--- config.mk ---
export PLATFORM = sky130hd
export DESIGN_NAME = presence_debounce_calibrator_core
export DESIGN_NICKNAME = d
export VERILOG_FILES = /design/src/sv/pdc_pkg.sv /design/src/sv/presence_debounce_calibrator_core.sv
export SDC_FILE = /design/constraint.sdc
export NUM_CORES = 2
export LEC_CHECK = 0
export BUFFER_PORTS_ARGS = -buffer_cell sky130_fd_sc_hd__buf_2
export CAP_MARGIN = 10
export CORE_AREA = 2 2 272 274
export CTS_CLUSTER_SIZE = 40
export DETAILED_ROUTE_END_ITERATION = 16
export DIE_AREA = 0 0 274 276
export PLACE_DENSITY = 0.75
export SYNTH_ARGS = -nofsm -noshare
export SYNTH_HDL_FRONTEND = slang
export SYNTH_SLANG_ARGS = --single-unit
--- constraint.sdc ---
create_clock -name i_clk -period 5.5 [get_ports i_clk]
set_clock_uncertainty 0.05 [all_clocks]
set_input_delay 0.825 -clock i_clk [delete_from_list [all_inputs] [get_ports i_clk]]
set_output_delay 0.825 -clock i_clk [all_outputs]
set_load 0.02 [all_outputs]
--- src/sv/pdc_pkg.sv ---
// ---------------------------------------------------------------------------
// pdc_pkg
// Shared types and constants for the presence debounce calibrator.
// ---------------------------------------------------------------------------
package pdc_pkg;

    // Request opcodes
    typedef enum logic [2:0] {
        OP_TICK      = 3'd0,
        OP_CAL_START = 3'd1,
        OP_CAL_STOP  = 3'd2,
        OP_SET_THR   = 3'd3,
        OP_RESTORE   = 3'd4
    } t_opcode;

    // Event codes reported with each result
    localparam logic [1:0] EV_NONE     = 2'd0;
    localparam logic [1:0] EV_CAL_GO   = 2'd1;
    localparam logic [1:0] EV_CAL_DONE = 2'd2;
    localparam logic [1:0] EV_CAL_FAIL = 2'd3;

    // Configuration register indexes
    localparam logic [2:0] CFG_SAMPLE_PERIOD = 3'd0;
    localparam logic [2:0] CFG_DEBOUNCE      = 3'd1;
    localparam logic [2:0] CFG_CAL_DURATION  = 3'd2;
    localparam logic [2:0] CFG_CAL_PERIOD    = 3'd3;
    localparam logic [2:0] CFG_CAL_MIN_SAMP  = 3'd4;
    localparam logic [2:0] CFG_DEFAULT_THR   = 3'd5;

    // Register reset values
    localparam logic [15:0] RST_SAMPLE_PERIOD = 16'd50;
    localparam logic [15:0] RST_DEBOUNCE      = 16'd200;
    localparam logic [15:0] RST_CAL_DURATION  = 16'd3000;
    localparam logic [15:0] RST_CAL_PERIOD    = 16'd20;
    localparam logic [15:0] RST_CAL_MIN_SAMP  = 16'd10;
    localparam logic [31:0] RST_DEFAULT_THR   = 32'd40000;

    // Sequencer states
    typedef enum logic [4:0] {
        ST_IDLE,
        ST_SEED,
        ST_CAL_AGE,
        ST_CAL_END,
        ST_CAL_GAP,
        ST_CAL_PER,
        ST_CAL_MIN,
        ST_CAL_MAX,
        ST_CAL_SUM,
        ST_NRM_AGE,
        ST_NRM_PER,
        ST_NRM_CMP,
        ST_DEB_AGE,
        ST_DEB_CMP,
        ST_WIN_OK,
        ST_DIV,
        ST_THR_DIFF,
        ST_THR_ADD,
        ST_THR_INC,
        ST_APPLY,
        ST_DONE
    } t_state;

endpackage

--- src/sv/presence_debounce_calibrator_core.sv ---
// ---------------------------------------------------------------------------
// presence_debounce_calibrator_core
// Debounced touch presence detector with min/max threshold calibration.
// ---------------------------------------------------------------------------
//
//  channel  | direction | handshake                 | payload
//  ---------+-----------+---------------------------+-----------------------------
//  request  | in        | i_in_valid / o_in_ready   | opcode, raw_sample,
//           |           |                           | new_threshold
//  result   | out       | o_out_valid / i_out_ready | present ... start_refused
//  config   | in        | i_cfg_we (no wait)        | i_cfg_index, i_cfg_wdata
//
//  Each request is worked through by a small sequencer around one shared
//  add/subtract unit: one compare or add per cycle. A tick that closes a
//  calibration window with samples in it also runs the restoring divider
//  for the average, one quotient bit per cycle. o_in_ready is high only in
//  idle. A finished result sits in the output register; the next request
//  is taken while it waits, and the sequencer holds its last step only if
//  the previous result has still not gone.
//  Reset is synchronous, active low, and needs no clearing pass.
// ---------------------------------------------------------------------------
module presence_debounce_calibrator_core #(
    parameter int RAW_BITS   = 32,
    parameter int COUNT_BITS = 17
) (
    input  logic        i_clk,
    input  logic        i_rst_n,
    // request channel
    input  logic        i_in_valid,
    output logic        o_in_ready,
    input  logic [2:0]  i_opcode,
    input  logic [31:0] i_raw_sample,
    input  logic [31:0] i_new_threshold,
    // result channel
    output logic        o_out_valid,
    input  logic        i_out_ready,
    output logic        o_present,
    output logic        o_raw_present,
    output logic [1:0]  o_event_code,
    output logic        o_calibrating,
    output logic [31:0] o_threshold_now,
    output logic        o_cal_ok,
    output logic [31:0] o_cal_min,
    output logic [31:0] o_cal_max,
    output logic [31:0] o_cal_avg,
    output logic [16:0] o_cal_samples,
    output logic        o_start_refused,
    // configuration
    input  logic        i_cfg_we,
    input  logic [2:0]  i_cfg_index,
    input  logic [31:0] i_cfg_wdata
);

    localparam int SUM_BITS = RAW_BITS + COUNT_BITS;
    // shared unit width: widest operand plus one for carry / borrow
    localparam int W        = ((SUM_BITS > 32) ? SUM_BITS : 32) + 1;
    localparam int DIV_CW   = $clog2(SUM_BITS);
    localparam logic [31:0] RAW_MASK = 32'((64'd1 << RAW_BITS) - 64'd1);
    localparam logic [COUNT_BITS-1:0] COUNT_MAX = '1;

    // ---------------- configuration registers ----------------
    logic [15:0] r_cfg_period, r_cfg_debounce, r_cfg_cal_dur, r_cfg_cal_per;
    logic [15:0] r_cfg_min_samp;
    logic [31:0] r_cfg_default;

    always_ff @(posedge i_clk) begin
        if (!i_rst_n) begin
            r_cfg_period   <= pdc_pkg::RST_SAMPLE_PERIOD;
            r_cfg_debounce <= pdc_pkg::RST_DEBOUNCE;
            r_cfg_cal_dur  <= pdc_pkg::RST_CAL_DURATION;
            r_cfg_cal_per  <= pdc_pkg::RST_CAL_PERIOD;
            r_cfg_min_samp <= pdc_pkg::RST_CAL_MIN_SAMP;
            r_cfg_default  <= pdc_pkg::RST_DEFAULT_THR;
        end else if (i_cfg_we) begin
            case (i_cfg_index)
                pdc_pkg::CFG_SAMPLE_PERIOD: r_cfg_period   <= i_cfg_wdata[15:0];
                pdc_pkg::CFG_DEBOUNCE:      r_cfg_debounce <= i_cfg_wdata[15:0];
                pdc_pkg::CFG_CAL_DURATION:  r_cfg_cal_dur  <= i_cfg_wdata[15:0];
                pdc_pkg::CFG_CAL_PERIOD:    r_cfg_cal_per  <= i_cfg_wdata[15:0];
                pdc_pkg::CFG_CAL_MIN_SAMP:  r_cfg_min_samp <= i_cfg_wdata[15:0];
                pdc_pkg::CFG_DEFAULT_THR:   r_cfg_default  <= i_cfg_wdata;
                default: ;
            endcase
        end
    end

    // ---------------- detector state ----------------
    pdc_pkg::t_state r_state, n_state;

    logic [31:0]          r_ms;            // millisecond count, "now"
    logic                 r_seeded;
    logic [31:0]          r_last_sample;
    logic [31:0]          r_last_change;
    logic [RAW_BITS-1:0]  r_last_raw;
    logic                 r_raw_dec;
    logic                 r_present;
    logic [31:0]          r_thr;
    logic                 r_cal_run;
    logic [31:0]          r_cal_start;
    logic [31:0]          r_cal_last;
    logic                 r_cal_have;
    logic [RAW_BITS-1:0]  r_run_min;
    logic [RAW_BITS-1:0]  r_run_max;
    logic [SUM_BITS-1:0]  r_run_sum;       // holds the quotient while dividing
    logic [COUNT_BITS-1:0] r_run_count;
    // last calibration
    logic                 r_res_ok;
    logic [RAW_BITS-1:0]  r_res_min, r_res_max;
    logic [31:0]          r_res_avg;
    logic [COUNT_BITS-1:0] r_res_count;
    // per request
    logic [RAW_BITS-1:0]  r_samp;
    logic [1:0]           r_event;
    logic                 r_refused;
    // sequencer scratch
    logic [31:0]          r_acc;
    logic                 r_flag;
    logic [31:0]          r_cand;
    logic [COUNT_BITS:0]  r_rem;
    logic [DIV_CW-1:0]    r_div_cnt;

    // ---------------- shared add/subtract unit ----------------
    logic [W-1:0] alu_a, alu_b;
    logic         alu_sub;
    logic [W:0]   alu_y;
    logic         alu_ge;                  // a >= b on a subtract

    assign alu_y  = {1'b0, alu_a} + {1'b0, (alu_sub ? ~alu_b : alu_b)} + (W+1)'(alu_sub);
    assign alu_ge = alu_y[W];

    logic                in_accept, out_load;
    logic [RAW_BITS-1:0] samp_in;
    logic [COUNT_BITS:0] div_shift;
    logic                div_q;
    logic [SUM_BITS-1:0] div_next;
    logic [SUM_BITS+31:0] avg_wide;
    logic [COUNT_BITS+16:0] cnt_wide;

    assign o_in_ready = (r_state == pdc_pkg::ST_IDLE);
    assign in_accept  = i_in_valid && o_in_ready;
    assign samp_in    = RAW_BITS'(i_raw_sample & RAW_MASK);

    // restoring division step: shift in the next dividend bit, try subtracting
    assign div_shift = {r_rem[COUNT_BITS-1:0], r_run_sum[SUM_BITS-1]};
    assign div_q     = alu_ge;
    assign div_next  = {r_run_sum[SUM_BITS-2:0], div_q};
    assign avg_wide  = {32'd0, div_next};

    // ---------------- state register ----------------
    always_ff @(posedge i_clk) begin
        if (!i_rst_n) begin
            r_state <= pdc_pkg::ST_IDLE;
        end else begin
            r_state <= n_state;
        end
    end

    // ---------------- next state and unit operands ----------------
    always_comb begin
        n_state  = r_state;
        alu_a    = '0;
        alu_b    = '0;
        alu_sub  = 1'b1;
        out_load = 1'b0;
        case (r_state)
            pdc_pkg::ST_IDLE: begin
                if (in_accept) begin
                    case (i_opcode)
                        pdc_pkg::OP_TICK: begin
                            if (!r_seeded)      n_state = pdc_pkg::ST_SEED;
                            else if (r_cal_run) n_state = pdc_pkg::ST_CAL_AGE;
                            else                n_state = pdc_pkg::ST_NRM_AGE;
                        end
                        pdc_pkg::OP_SET_THR,
                        pdc_pkg::OP_RESTORE: n_state = pdc_pkg::ST_APPLY;
                        default:             n_state = pdc_pkg::ST_DONE;
                    endcase
                end
            end
            pdc_pkg::ST_SEED: begin
                // sample > threshold
                alu_a   = W'(r_thr);
                alu_b   = W'(r_last_raw);
                n_state = pdc_pkg::ST_DONE;
            end
            pdc_pkg::ST_CAL_AGE: begin
                alu_a   = W'(r_ms);
                alu_b   = W'(r_cal_start);
                n_state = pdc_pkg::ST_CAL_END;
            end
            pdc_pkg::ST_CAL_END: begin
                alu_a = W'(r_acc);
                alu_b = W'(r_cfg_cal_dur);
                if (alu_ge)          n_state = pdc_pkg::ST_WIN_OK;
                else if (r_cal_have) n_state = pdc_pkg::ST_CAL_GAP;
                else                 n_state = pdc_pkg::ST_CAL_MIN;
            end
            pdc_pkg::ST_CAL_GAP: begin
                alu_a   = W'(r_ms);
                alu_b   = W'(r_cal_last);
                n_state = pdc_pkg::ST_CAL_PER;
            end
            pdc_pkg::ST_CAL_PER: begin
                alu_a   = W'(r_acc);
                alu_b   = W'(r_cfg_cal_per);
                n_state = alu_ge ? pdc_pkg::ST_CAL_MIN : pdc_pkg::ST_DONE;
            end
            pdc_pkg::ST_CAL_MIN: begin
                alu_a   = W'(r_samp);
                alu_b   = W'(r_run_min);
                n_state = pdc_pkg::ST_CAL_MAX;
            end
            pdc_pkg::ST_CAL_MAX: begin
                alu_a   = W'(r_run_max);
                alu_b   = W'(r_samp);
                n_state = (r_run_count != COUNT_MAX) ? pdc_pkg::ST_CAL_SUM
                                                     : pdc_pkg::ST_DONE;
            end
            pdc_pkg::ST_CAL_SUM: begin
                alu_a   = W'(r_run_sum);
                alu_b   = W'(r_samp);
                alu_sub = 1'b0;
                n_state = pdc_pkg::ST_DONE;
            end
            pdc_pkg::ST_NRM_AGE: begin
                alu_a   = W'(r_ms);
                alu_b   = W'(r_last_sample);
                n_state = pdc_pkg::ST_NRM_PER;
            end
            pdc_pkg::ST_NRM_PER: begin
                alu_a   = W'(r_acc);
                alu_b   = W'(r_cfg_period);
                n_state = alu_ge ? pdc_pkg::ST_NRM_CMP : pdc_pkg::ST_DONE;
            end
            pdc_pkg::ST_NRM_CMP: begin
                alu_a   = W'(r_thr);
                alu_b   = W'(r_samp);
                n_state = pdc_pkg::ST_DEB_AGE;
            end
            pdc_pkg::ST_DEB_AGE: begin
                alu_a   = W'(r_ms);
                alu_b   = W'(r_last_change);
                n_state = pdc_pkg::ST_DEB_CMP;
            end
            pdc_pkg::ST_DEB_CMP: begin
                alu_a   = W'(r_acc);
                alu_b   = W'(r_cfg_debounce);
                n_state = pdc_pkg::ST_DONE;
            end
            pdc_pkg::ST_WIN_OK: begin
                alu_a = W'(r_run_count);
                alu_b = W'(r_cfg_min_samp);
                if (r_run_count != '0) n_state = pdc_pkg::ST_DIV;
                else if (alu_ge)       n_state = pdc_pkg::ST_THR_DIFF;
                else                   n_state = pdc_pkg::ST_DONE;
            end
            pdc_pkg::ST_DIV: begin
                alu_a = W'(div_shift);
                alu_b = W'(r_run_count);
                if (r_div_cnt == '0) begin
                    n_state = r_res_ok ? pdc_pkg::ST_THR_DIFF : pdc_pkg::ST_DONE;
                end
            end
            pdc_pkg::ST_THR_DIFF: begin
                alu_a   = W'(r_run_max);
                alu_b   = W'(r_run_min);
                n_state = pdc_pkg::ST_THR_ADD;
            end
            pdc_pkg::ST_THR_ADD: begin
                alu_a   = W'(r_run_max);
                alu_b   = W'(r_acc);
                alu_sub = 1'b0;
                // spread of zero, max below min or 32-bit overflow: use max+1
                if (r_flag || (r_acc == '0) || alu_y[32]) n_state = pdc_pkg::ST_THR_INC;
                else                                     n_state = pdc_pkg::ST_APPLY;
            end
            pdc_pkg::ST_THR_INC: begin
                alu_a   = W'(r_run_max);
                alu_b   = W'(1'b1);
                alu_sub = 1'b0;
                n_state = pdc_pkg::ST_APPLY;
            end
            pdc_pkg::ST_APPLY: begin
                alu_a   = W'(r_cand);
                alu_b   = W'(r_last_raw);
                n_state = pdc_pkg::ST_DONE;
            end
            pdc_pkg::ST_DONE: begin
                if (!o_out_valid || i_out_ready) begin
                    out_load = 1'b1;
                    n_state  = pdc_pkg::ST_IDLE;
                end
            end
            default: n_state = pdc_pkg::ST_IDLE;
        endcase
    end

    // ---------------- datapath ----------------
    always_ff @(posedge i_clk) begin
        if (!i_rst_n) begin
            r_ms          <= '0;
            r_seeded      <= 1'b0;
            r_last_sample <= '0;
            r_last_change <= '0;
            r_last_raw    <= '0;
            r_raw_dec     <= 1'b0;
            r_present     <= 1'b0;
            r_thr         <= pdc_pkg::RST_DEFAULT_THR;
            r_cal_run     <= 1'b0;
            r_cal_start   <= '0;
            r_cal_last    <= '0;
            r_cal_have    <= 1'b0;
            r_run_min     <= '1;
            r_run_max     <= '0;
            r_run_sum     <= '0;
            r_run_count   <= '0;
            r_res_ok      <= 1'b0;
            r_res_min     <= '0;
            r_res_max     <= '0;
            r_res_avg     <= '0;
            r_res_count   <= '0;
            r_event       <= pdc_pkg::EV_NONE;
            r_refused     <= 1'b0;
        end else begin
            case (r_state)
                pdc_pkg::ST_IDLE: begin
                    if (in_accept) begin
                        r_samp    <= samp_in;
                        r_event   <= pdc_pkg::EV_NONE;
                        r_refused <= 1'b0;
                        case (i_opcode)
                            pdc_pkg::OP_TICK: begin
                                r_ms <= r_ms + 32'd1;
                                if (!r_seeded) begin
                                    r_seeded      <= 1'b1;
                                    r_last_raw    <= samp_in;
                                    r_last_change <= r_ms + 32'd1;
                                    r_last_sample <= r_ms + 32'd1;
                                end
                            end
                            pdc_pkg::OP_CAL_START: begin
                                if (r_cal_run) begin
                                    r_refused <= 1'b1;
                                end else begin
                                    r_cal_run   <= 1'b1;
                                    r_cal_start <= r_ms;
                                    r_cal_last  <= '0;
                                    r_cal_have  <= 1'b0;
                                    r_run_min   <= '1;
                                    r_run_max   <= '0;
                                    r_run_sum   <= '0;
                                    r_run_count <= '0;
                                    r_event     <= pdc_pkg::EV_CAL_GO;
                                end
                            end
                            pdc_pkg::OP_CAL_STOP: r_cal_run <= 1'b0;
                            pdc_pkg::OP_SET_THR:  r_cand    <= i_new_threshold;
                            pdc_pkg::OP_RESTORE:  r_cand    <= r_cfg_default;
                            default: ;
                        endcase
                    end
                end
                pdc_pkg::ST_SEED: begin
                    r_raw_dec <= !alu_ge;
                    r_present <= !alu_ge;
                end
                pdc_pkg::ST_CAL_AGE,
                pdc_pkg::ST_CAL_GAP,
                pdc_pkg::ST_NRM_AGE,
                pdc_pkg::ST_DEB_AGE: r_acc <= alu_y[31:0];
                pdc_pkg::ST_CAL_MIN: begin
                    r_cal_have <= 1'b1;
                    r_cal_last <= r_ms;
                    r_last_raw <= r_samp;
                    if (!alu_ge) r_run_min <= r_samp;
                end
                pdc_pkg::ST_CAL_MAX: begin
                    if (!alu_ge) r_run_max <= r_samp;
                end
                pdc_pkg::ST_CAL_SUM: begin
                    r_run_sum   <= alu_y[SUM_BITS-1:0];
                    r_run_count <= r_run_count + COUNT_BITS'(1);
                end
                pdc_pkg::ST_NRM_CMP: begin
                    r_last_sample <= r_ms;
                    r_last_raw    <= r_samp;
                    if (!alu_ge != r_raw_dec) begin
                        r_raw_dec     <= !alu_ge;
                        r_last_change <= r_ms;
                    end
                end
                pdc_pkg::ST_DEB_CMP: begin
                    if (alu_ge) r_present <= r_raw_dec;
                end
                pdc_pkg::ST_WIN_OK: begin
                    r_cal_run   <= 1'b0;
                    r_res_ok    <= alu_ge;
                    r_res_count <= r_run_count;
                    r_res_min   <= (r_run_count != '0) ? r_run_min : '0;
                    r_res_max   <= (r_run_count != '0) ? r_run_max : '0;
                    r_res_avg   <= '0;
                    r_event     <= alu_ge ? pdc_pkg::EV_CAL_DONE : pdc_pkg::EV_CAL_FAIL;
                    r_rem       <= '0;
                    r_div_cnt   <= DIV_CW'(SUM_BITS - 1);
                end
                pdc_pkg::ST_DIV: begin
                    r_rem     <= div_q ? alu_y[COUNT_BITS:0] : div_shift;
                    r_run_sum <= div_next;
                    r_div_cnt <= r_div_cnt - DIV_CW'(1);
                    if (r_div_cnt == '0) r_res_avg <= avg_wide[31:0];
                end
                pdc_pkg::ST_THR_DIFF: begin
                    r_acc  <= alu_y[31:0];
                    r_flag <= !alu_ge;
                end
                pdc_pkg::ST_THR_ADD: r_cand <= alu_y[31:0];
                pdc_pkg::ST_THR_INC: r_cand <= alu_y[32] ? 32'hFFFF_FFFF : alu_y[31:0];
                pdc_pkg::ST_APPLY: begin
                    r_thr         <= r_cand;
                    r_raw_dec     <= !alu_ge;
                    r_present     <= !alu_ge;
                    r_last_change <= r_ms;
                end
                default: ;
            endcase
        end
    end

    // ---------------- output register ----------------
    logic        r_out_valid;
    logic        r_out_present, r_out_raw, r_out_cal, r_out_ok, r_out_refused;
    logic [1:0]  r_out_event;
    logic [31:0] r_out_thr, r_out_min, r_out_max, r_out_avg;
    logic [16:0] r_out_count;

    assign cnt_wide = {17'd0, r_res_count};

    always_ff @(posedge i_clk) begin
        if (!i_rst_n) begin
            r_out_valid <= 1'b0;
        end else if (out_load) begin
            r_out_valid <= 1'b1;
        end else if (i_out_ready) begin
            r_out_valid <= 1'b0;
        end
    end

    always_ff @(posedge i_clk) begin
        if (out_load) begin
            r_out_present <= r_present;
            r_out_raw     <= r_raw_dec;
            r_out_event   <= r_event;
            r_out_cal     <= r_cal_run;
            r_out_thr     <= r_thr;
            r_out_ok      <= r_res_ok;
            r_out_min     <= 32'(r_res_min);
            r_out_max     <= 32'(r_res_max);
            r_out_avg     <= r_res_avg;
            r_out_count   <= cnt_wide[16:0];
            r_out_refused <= r_refused;
        end
    end

    assign o_out_valid     = r_out_valid;
    assign o_present       = r_out_present;
    assign o_raw_present   = r_out_raw;
    assign o_event_code    = r_out_event;
    assign o_calibrating   = r_out_cal;
    assign o_threshold_now = r_out_thr;
    assign o_cal_ok        = r_out_ok;
    assign o_cal_min       = r_out_min;
    assign o_cal_max       = r_out_max;
    assign o_cal_avg       = r_out_avg;
    assign o_cal_samples   = r_out_count;
    assign o_start_refused = r_out_refused;

endmodule
# Word-level counts from Yosys, hierarchy flattened
# Cells that the tools add are included.
# totals
reg_bits	866
in_bits	107
out_inout_bits	154
word_cells	245
# classes
add_sub_neg	5
eq_ne	44
muxes	81
bitwise_logic	2
n_reduce_logical	65
# op_table
operator	n
two-way mux 32 bit	19
case mux 32 bit (15 select lines)	1
case mux 32 bit (2 select lines)	7
case mux 49 bit (9 select lines)	1
case mux 32 bit (3 select lines)	2
two-way mux 49 bit	3
case mux 49 bit (3 select lines)	1
case mux 5 bit (18 select lines)	1
two-way mux 17 bit	4
case mux 17 bit (2 select lines)	2
adder 50 x 50 -> 51 bit	1
adder 51 x 1 -> 51 bit	1
two-way mux 50 bit	1
NOT 50 bit	1
equality test 5 x 4 -> 1 bit (second input constant)	8
two-way mux 5 bit	7
adder 32 x 1 -> 32 bit (second input constant)	1
zero test 32 bit	1
AND reduction 2 bit	14
AND reduction 4 bit	7
equality test 5 bit (second input constant)	5
equality test 5 x 3 -> 1 bit (second input constant)	4
nonzero test 2 bit	10
adder 17 x 1 -> 17 bit (second input constant)	1
other kinds (34)	94

# Depth between registers and ports, before layout
# logic_depth
depth_word	11
ltp_mapped	26
mapped_depth_nobuf	21

# Least setup slack after synthesis
# No wires, ideal clock.
# synth_path
kind	reg2reg
start	reg r_state[2]
end	reg r_last_change[10]
setup_time_ns	0.146
arrival_ns	5.157
required_ns	5.304
path_slack_ns	0.147
stages_incl_launch_ff	24
path_buffers	6
period_less_slack_ns	5.353
path_cell_list	dfxtp_1 -> buf_2 -> buf_2 -> buf_2 -> nor2_2 -> nand2_1 -> or2_2 -> nand2_1 -> clkinv_1 -> clkbuf_1 -> xnor2_1 -> ha_1 -> a21o_1 -> a21o_1 -> a221oi_1 -> nor2_1 -> o31ai_4 -> a31oi_1 -> or4b_1 -> and3_1 -> buf_6 -> buf_2 -> nor2_1 -> a211oi_2
# synth_via
elab_chain_cells	11
elab_cells_between_ends	45
classes_between	add/sub: 2; eq/ne: 24; mux: 5; bitwise: 1; reduce/logical: 13
# synth_rtl
element	line	source
start: declaration	presence_debounce_calibrator_core.sv:88	pdc_pkg::t_state r_state, n_state;
start signal: assignment	presence_debounce_calibrator_core.sv:152	r_state <= pdc_pkg::ST_IDLE;
start signal: assignment	presence_debounce_calibrator_core.sv:154	r_state <= n_state;
equality test 5 x 4 -> 1 bit (tied with other cells)	presence_debounce_calibrator_core.sv:165, presence_debounce_calibrator_core.sv:325	
OR reduction 3 bit (no source line) or OR reduction 2 bit (tied branches)	n/a	
case mux 32 bit (15 select lines)	presence_debounce_calibrator_core.sv:165	case (r_state)
NOT 50 bit	presence_debounce_calibrator_core.sv:128	assign alu_y = {1'b0, alu_a} + {1'b0, (alu_sub ? ~alu_b : alu_b)} + (W+1)'(alu_sub);
two-way mux 50 bit	presence_debounce_calibrator_core.sv:128	
adder 50 x 50 -> 51 bit	presence_debounce_calibrator_core.sv:128	
adder 51 x 1 -> 51 bit	presence_debounce_calibrator_core.sv:128	
zero test 1 bit	presence_debounce_calibrator_core.sv:387	if (!alu_ge != r_raw_dec) begin
!= test 1 bit	presence_debounce_calibrator_core.sv:387	
!= test 2 bit (no source line)	n/a	
AND reduction 5 bit (no source line)	n/a	
end signal: assignment	presence_debounce_calibrator_core.sv:337	r_last_change <= r_ms + 32'd1;
end signal: assignment	presence_debounce_calibrator_core.sv:389	r_last_change <= r_ms;
end signal: assignment	presence_debounce_calibrator_core.sv:422	r_last_change <= r_ms;
end: declaration	presence_debounce_calibrator_core.sv:93	logic [31:0] r_last_change;
# Several ways; a longest one is shown, not always the timed one.
# A chain may end at the register's enable or synchronous reset.

# Final worst setup path
# layout_path
start	reg r_state[1]
end	reg r_cand[31], data pin
# layout_via
elab_chain_cells	9
elab_cells_between_ends	37
classes_between	add/sub: 2; eq/ne: 19; mux: 6; bitwise: 1; reduce/logical: 9
# layout_rtl
element	line	source
equality test 5 x 4 -> 1 bit (tied with other cells)	presence_debounce_calibrator_core.sv:165	
OR reduction 3 bit (no source line) or OR reduction 2 bit (tied branches)	n/a	
case mux 32 bit (15 select lines)	presence_debounce_calibrator_core.sv:165	
NOT 50 bit	presence_debounce_calibrator_core.sv:128	
two-way mux 50 bit	presence_debounce_calibrator_core.sv:128	
adder 50 x 50 -> 51 bit	presence_debounce_calibrator_core.sv:128	
adder 51 x 1 -> 51 bit (*)	presence_debounce_calibrator_core.sv:128	
net alu_y[31]	presence_debounce_calibrator_core.sv:125	logic [W:0] alu_y;
two-way mux 32 bit	presence_debounce_calibrator_core.sv:417	pdc_pkg::ST_THR_INC: r_cand <= alu_y[32] ? 32'hFFFF_FFFF : alu_y[31:0];
case mux 32 bit (3 select lines) (*)	presence_debounce_calibrator_core.sv:325	case (r_state)
end signal: assignment	presence_debounce_calibrator_core.sv:357	pdc_pkg::OP_SET_THR: r_cand <= i_new_threshold;
end signal: assignment	presence_debounce_calibrator_core.sv:416	pdc_pkg::ST_THR_ADD: r_cand <= alu_y[31:0];
end signal: assignment	presence_debounce_calibrator_core.sv:417	
end: declaration	presence_debounce_calibrator_core.sv:118	logic [31:0] r_cand;
# The timed path passes the listed nets; every way through them passes the cells marked *.

==> impl_metrics.json <==
{
  "worstSkewPairLatency_ns": 0.67,
  "yosysTopAreaCellShare_pct": 30.1,
  "cp_slowest_cell": "a221oi_1",
  "clockPowerShare_pct": 22.9,
  "peakVddDrop_uv": 419,
  "design.die.area_um2": 75600,
  "placed_area_um2": 43400,
  "num_rows": 99,
  "nNetsFinal": 4897,
  "p_comb_share_pct": 46.4,
  "async_reset_ff_share_pct": 0,
  "vias_per_cell": 6.55,
  "wl_per_cell_um": 27.6,
  "multi_input_area_um2": 18200,
  "ios": 261,
  "top_register": "r_run_sum",
  "synth_area_leader_cell": "dfxtp_1",
  "status": "finished, final reports clean",
  "ff2ff_setup_slack_ns": 0.09,
  "synth_ff_type": "dfxtp_1",
  "vias": 37783,
  "io_buffer_count": 260,
  "finalSetupViolCount": 0,
  "antenna_left": 0,
  "place_inst": 5591,
  "slew_violations": 0,
  "holdPathStages": 1,
  "core_um2": 72600,
  "area_growth_pct": 18.0,
  "synthesis.nets": 4602,
  "grtUsageTotal_pct": 40.8,
  "mostFrequentLayoutCells": "nand2_1 (834), dfxtp_1 (589), a21oi_1 (440)",
  "crit_arrival_ns": 5.72,
  "hold_class": "in -> reg",
  "ys_warn_count": 0,
  "switchingPower_w": 0.0110,
  "synth_area_um2": 39500,
  "nFillCells": 6173,
  "finalWirelength_mm": 159,
  "grt_first_pass_wirelength_mm": 230,
  "clockBufferDepth": 3,
  "rr_worst_depth": 23,
  "drv_cap": 0,
  "die_w_um": 274,
  "stdcell_area_um2": 46700,
  "powerDensity_nw_per_um2": 571,
  "rr_startpoint": "r_state[1]$_SDFFE_PN0P_",
  "yosys_register_bits": 866,
  "grt_pass1_vias": 34818,
  "required_ns": 5.82,
  "instances_no_fill": 5771,
  "drive_gt1_share_pct": 17.7,
  "cp_max_fo": 13,
  "synth_edf_count": 272,
  "synthCells": 4439,
  "regArea_um2": 20100,
  "r2r_end": "r_cand[31]$_DFFE_PP_",
  "syn_area_per_cell_um2": 8.91,
  "drc": 0,
  "numCtsBuffers": 89,
  "drtPass1Iterations": 9,
  "clock_sinks": 866,
  "initial_core_util_pct": 54.5,
  "synthTopCellsByArea": "dfxtp_1 (30%), edfxtp_1 (21%), nand2_1 (8.0%), a21oi_1 (5.7%), nand3_1 (3.7%)",
  "seqPwrFrac_pct": 30.7,
  "cts-hold-fix-buffers": 0,
  "drtIter0Drc": 5593,
  "min_from": "i_raw_sample[12]",
  "period_share_pct": 98.3,
  "cp_slowest_stage_delay_ns": 0.42,
  "tightestPinTransition_ns": 1.21,
  "hold_viol": 0,
  "cp-end-kind": "flop",
  "fmax_ghz": 0.185,
  "cp_cell_sequence": "buf_6 -> nand2b_4 -> nor3_2 -> buf_12 -> buf_4 -> a22o_1 -> a221oi_1 -> nand4_1 -> a21oi_1 -> xnor2_1 -> ha_1 -> nand4_1 -> or3_1 -> nor2_1 -> nand3_1 -> a41oi_1 -> buf_4 -> a21oi_2 -> o41ai_4 -> xnor2_2 -> nor2_2 -> buf_4 -> a31oi_1",
  "start_kind": "flop",
  "layout_commonest_cell": "nand2_1",
  "switching_share_pct": 41.4,
  "p_leak_nw": 17.2,
  "cts_root_buf": "clkbuf_16",
  "worstHoldEndpoint": "r_samp[12]$_DFFE_PP_",
  "crit_top_cell": "buf_4",
  "synth-seq-area-share_pct": 50.7,
  "die_h_um": 276,
  "clkTransAtPathRegs_ns": 0.06,
  "cts_max_level": 3,
  "relSlewSlack_pct": 19.5,
  "path_class": "reg -> reg",
  "largest_register_ffs": 49,
  "synthDistinctLibCells": 89,
  "cts_tree": "yes",
  "p_int_w": 0.0156,
  "period_needed_ns": 5.41,
  "overflow": 0,
  "hpwl_mm": 115,
  "grt_max_degree": 147,
  "antenna_found_initial": 5,
  "routabilityCongestion": 1.03
}
routing by layer:
metal  global-route usage, %  wire [um]  up-vias
li1                        -          -    16645
met1                    52.9      59900    18085
met2                    61.8      70300     2507
met3                    8.87      17100      544
met4                    26.0      12000        2
met5                       0         16        -
Yosys cell counts (all sizes together), types with 65 or more instances:
cell / count
a22oi: 129
xor2: 69
xnor2: 81
nor3: 90
a221oi: 65
nor2: 339
nand3: 293
a21oi: 448
edfxtp: 272
nand2: 838
dfxtp: 594
clkbuf: 310
o21ai: 120
critical path: cells and delay by family (launching register included):
family | cells | cell delay, ns
xor+xnor | 2 | 0.33
buf+inv | 5 | 0.84
flops | 1 | 0.36
compound gates | 7 | 1.81
fa+ha+maj | 1 | 0.36
simple gates | 8 | 1.37
power groups by stage:
stage / sequential, W / combinational, W / clock, W
2_1_floorplan: 0.00798 / 0.00608 / 0
3_3_place_gp: 0.00825 / 0.0117 / 0
3_5_place_dp: 0.00825 / 0.0117 / 0
4_1_cts: 0.00812 / 0.0118 / 0.00612
5_1_grt: 0.00817 / 0.0129 / 0.00636
6_report: 0.00818 / 0.0124 / 0.00610
layout make-up:
cell class              count  share of cell area, %
diodes                      4                 0.0215
inverters                  39                  0.335
flip-flops and latches    866                   43.0
well taps                 959                   2.57
multi-input cells        3162                   39.1
repair buffers            576                   8.78
clock inverters            44                  0.984
clock buffers             121                   5.20
kinds of logic (layout without fill, tap and decap cells):
| family | Yosys count | in the layout | share of synthesized area, % |
|---|---|---|---|
| adders and majority gates | 56 | 56 | 1.79 |
| muxes | 15 | 15 | 0.383 |
| AOI/OAI and AO/OA | 1144 | 1144 | 19.6 |
| and+or+nand+nor | 1797 | 1797 | 20.1 |
| buffers and inverters | 411 | 780 | 4.09 |
| other | 0 | 4 | 0 |
| DFF | 866 | 866 | 50.7 |
| xor gates and xnor gates | 150 | 150 | 3.32 |
repair_timing:
action	CTS	global route
gates resized for setup	1	54
buffers inserted	2	5
pin swaps	1	7
setup endpoints to repair	49	175
cloned	0	3
stage by stage:
| step | utilization [%] | power, W | worst slack [ns] | hold WS, ns | TNS, ns |
|---|---|---|---|---|---|
| 2_1_floorplan | - | 0.0141 | 0.147 | 0.353 | 0 |
| 3_3_place_gp | 59.8 | 0.0200 | -0.0313 | 0.359 | -0.483 |
| 3_5_place_dp | 59.8 | 0.0199 | -0.155 | 0.365 | -1.81 |
| 4_1_cts | 63.8 | 0.0260 | 0.0131 | 0.284 | 0 |
| 5_1_grt | 64.3 | 0.0274 | -0.0495 | 0.310 | -0.202 |
| 6_report | 64.3 | 0.0266 | 0.0950 | 0.307 | 0 |
worst max-delay path by stage:
stage	start	end	slack [ns]	depth (start not counted)
2_1_floorplan	r_state[2]$_SDFFE_PN0P_	r_last_change[10]$_SDFFE_PN0P_	0.15	23
3_3_place_gp	r_state[1]$_SDFFE_PN0P_	r_run_min[20]$_SDFFE_PN1P_	-0.03	24
3_5_place_dp	r_state[4]$_SDFFE_PN0P_	r_run_min[27]$_SDFFE_PN1P_	-0.16	23
4_1_cts	r_state[4]$_SDFFE_PN0P_	r_cand[31]$_DFFE_PP_	0.01	22
5_1_grt	r_state[3]$_SDFFE_PN0P_	r_cand[11]$_DFFE_PP_	-0.05	25
6_report	r_state[1]$_SDFFE_PN0P_	r_cand[31]$_DFFE_PP_	0.09	23
(Power assumes the default switching activity.)
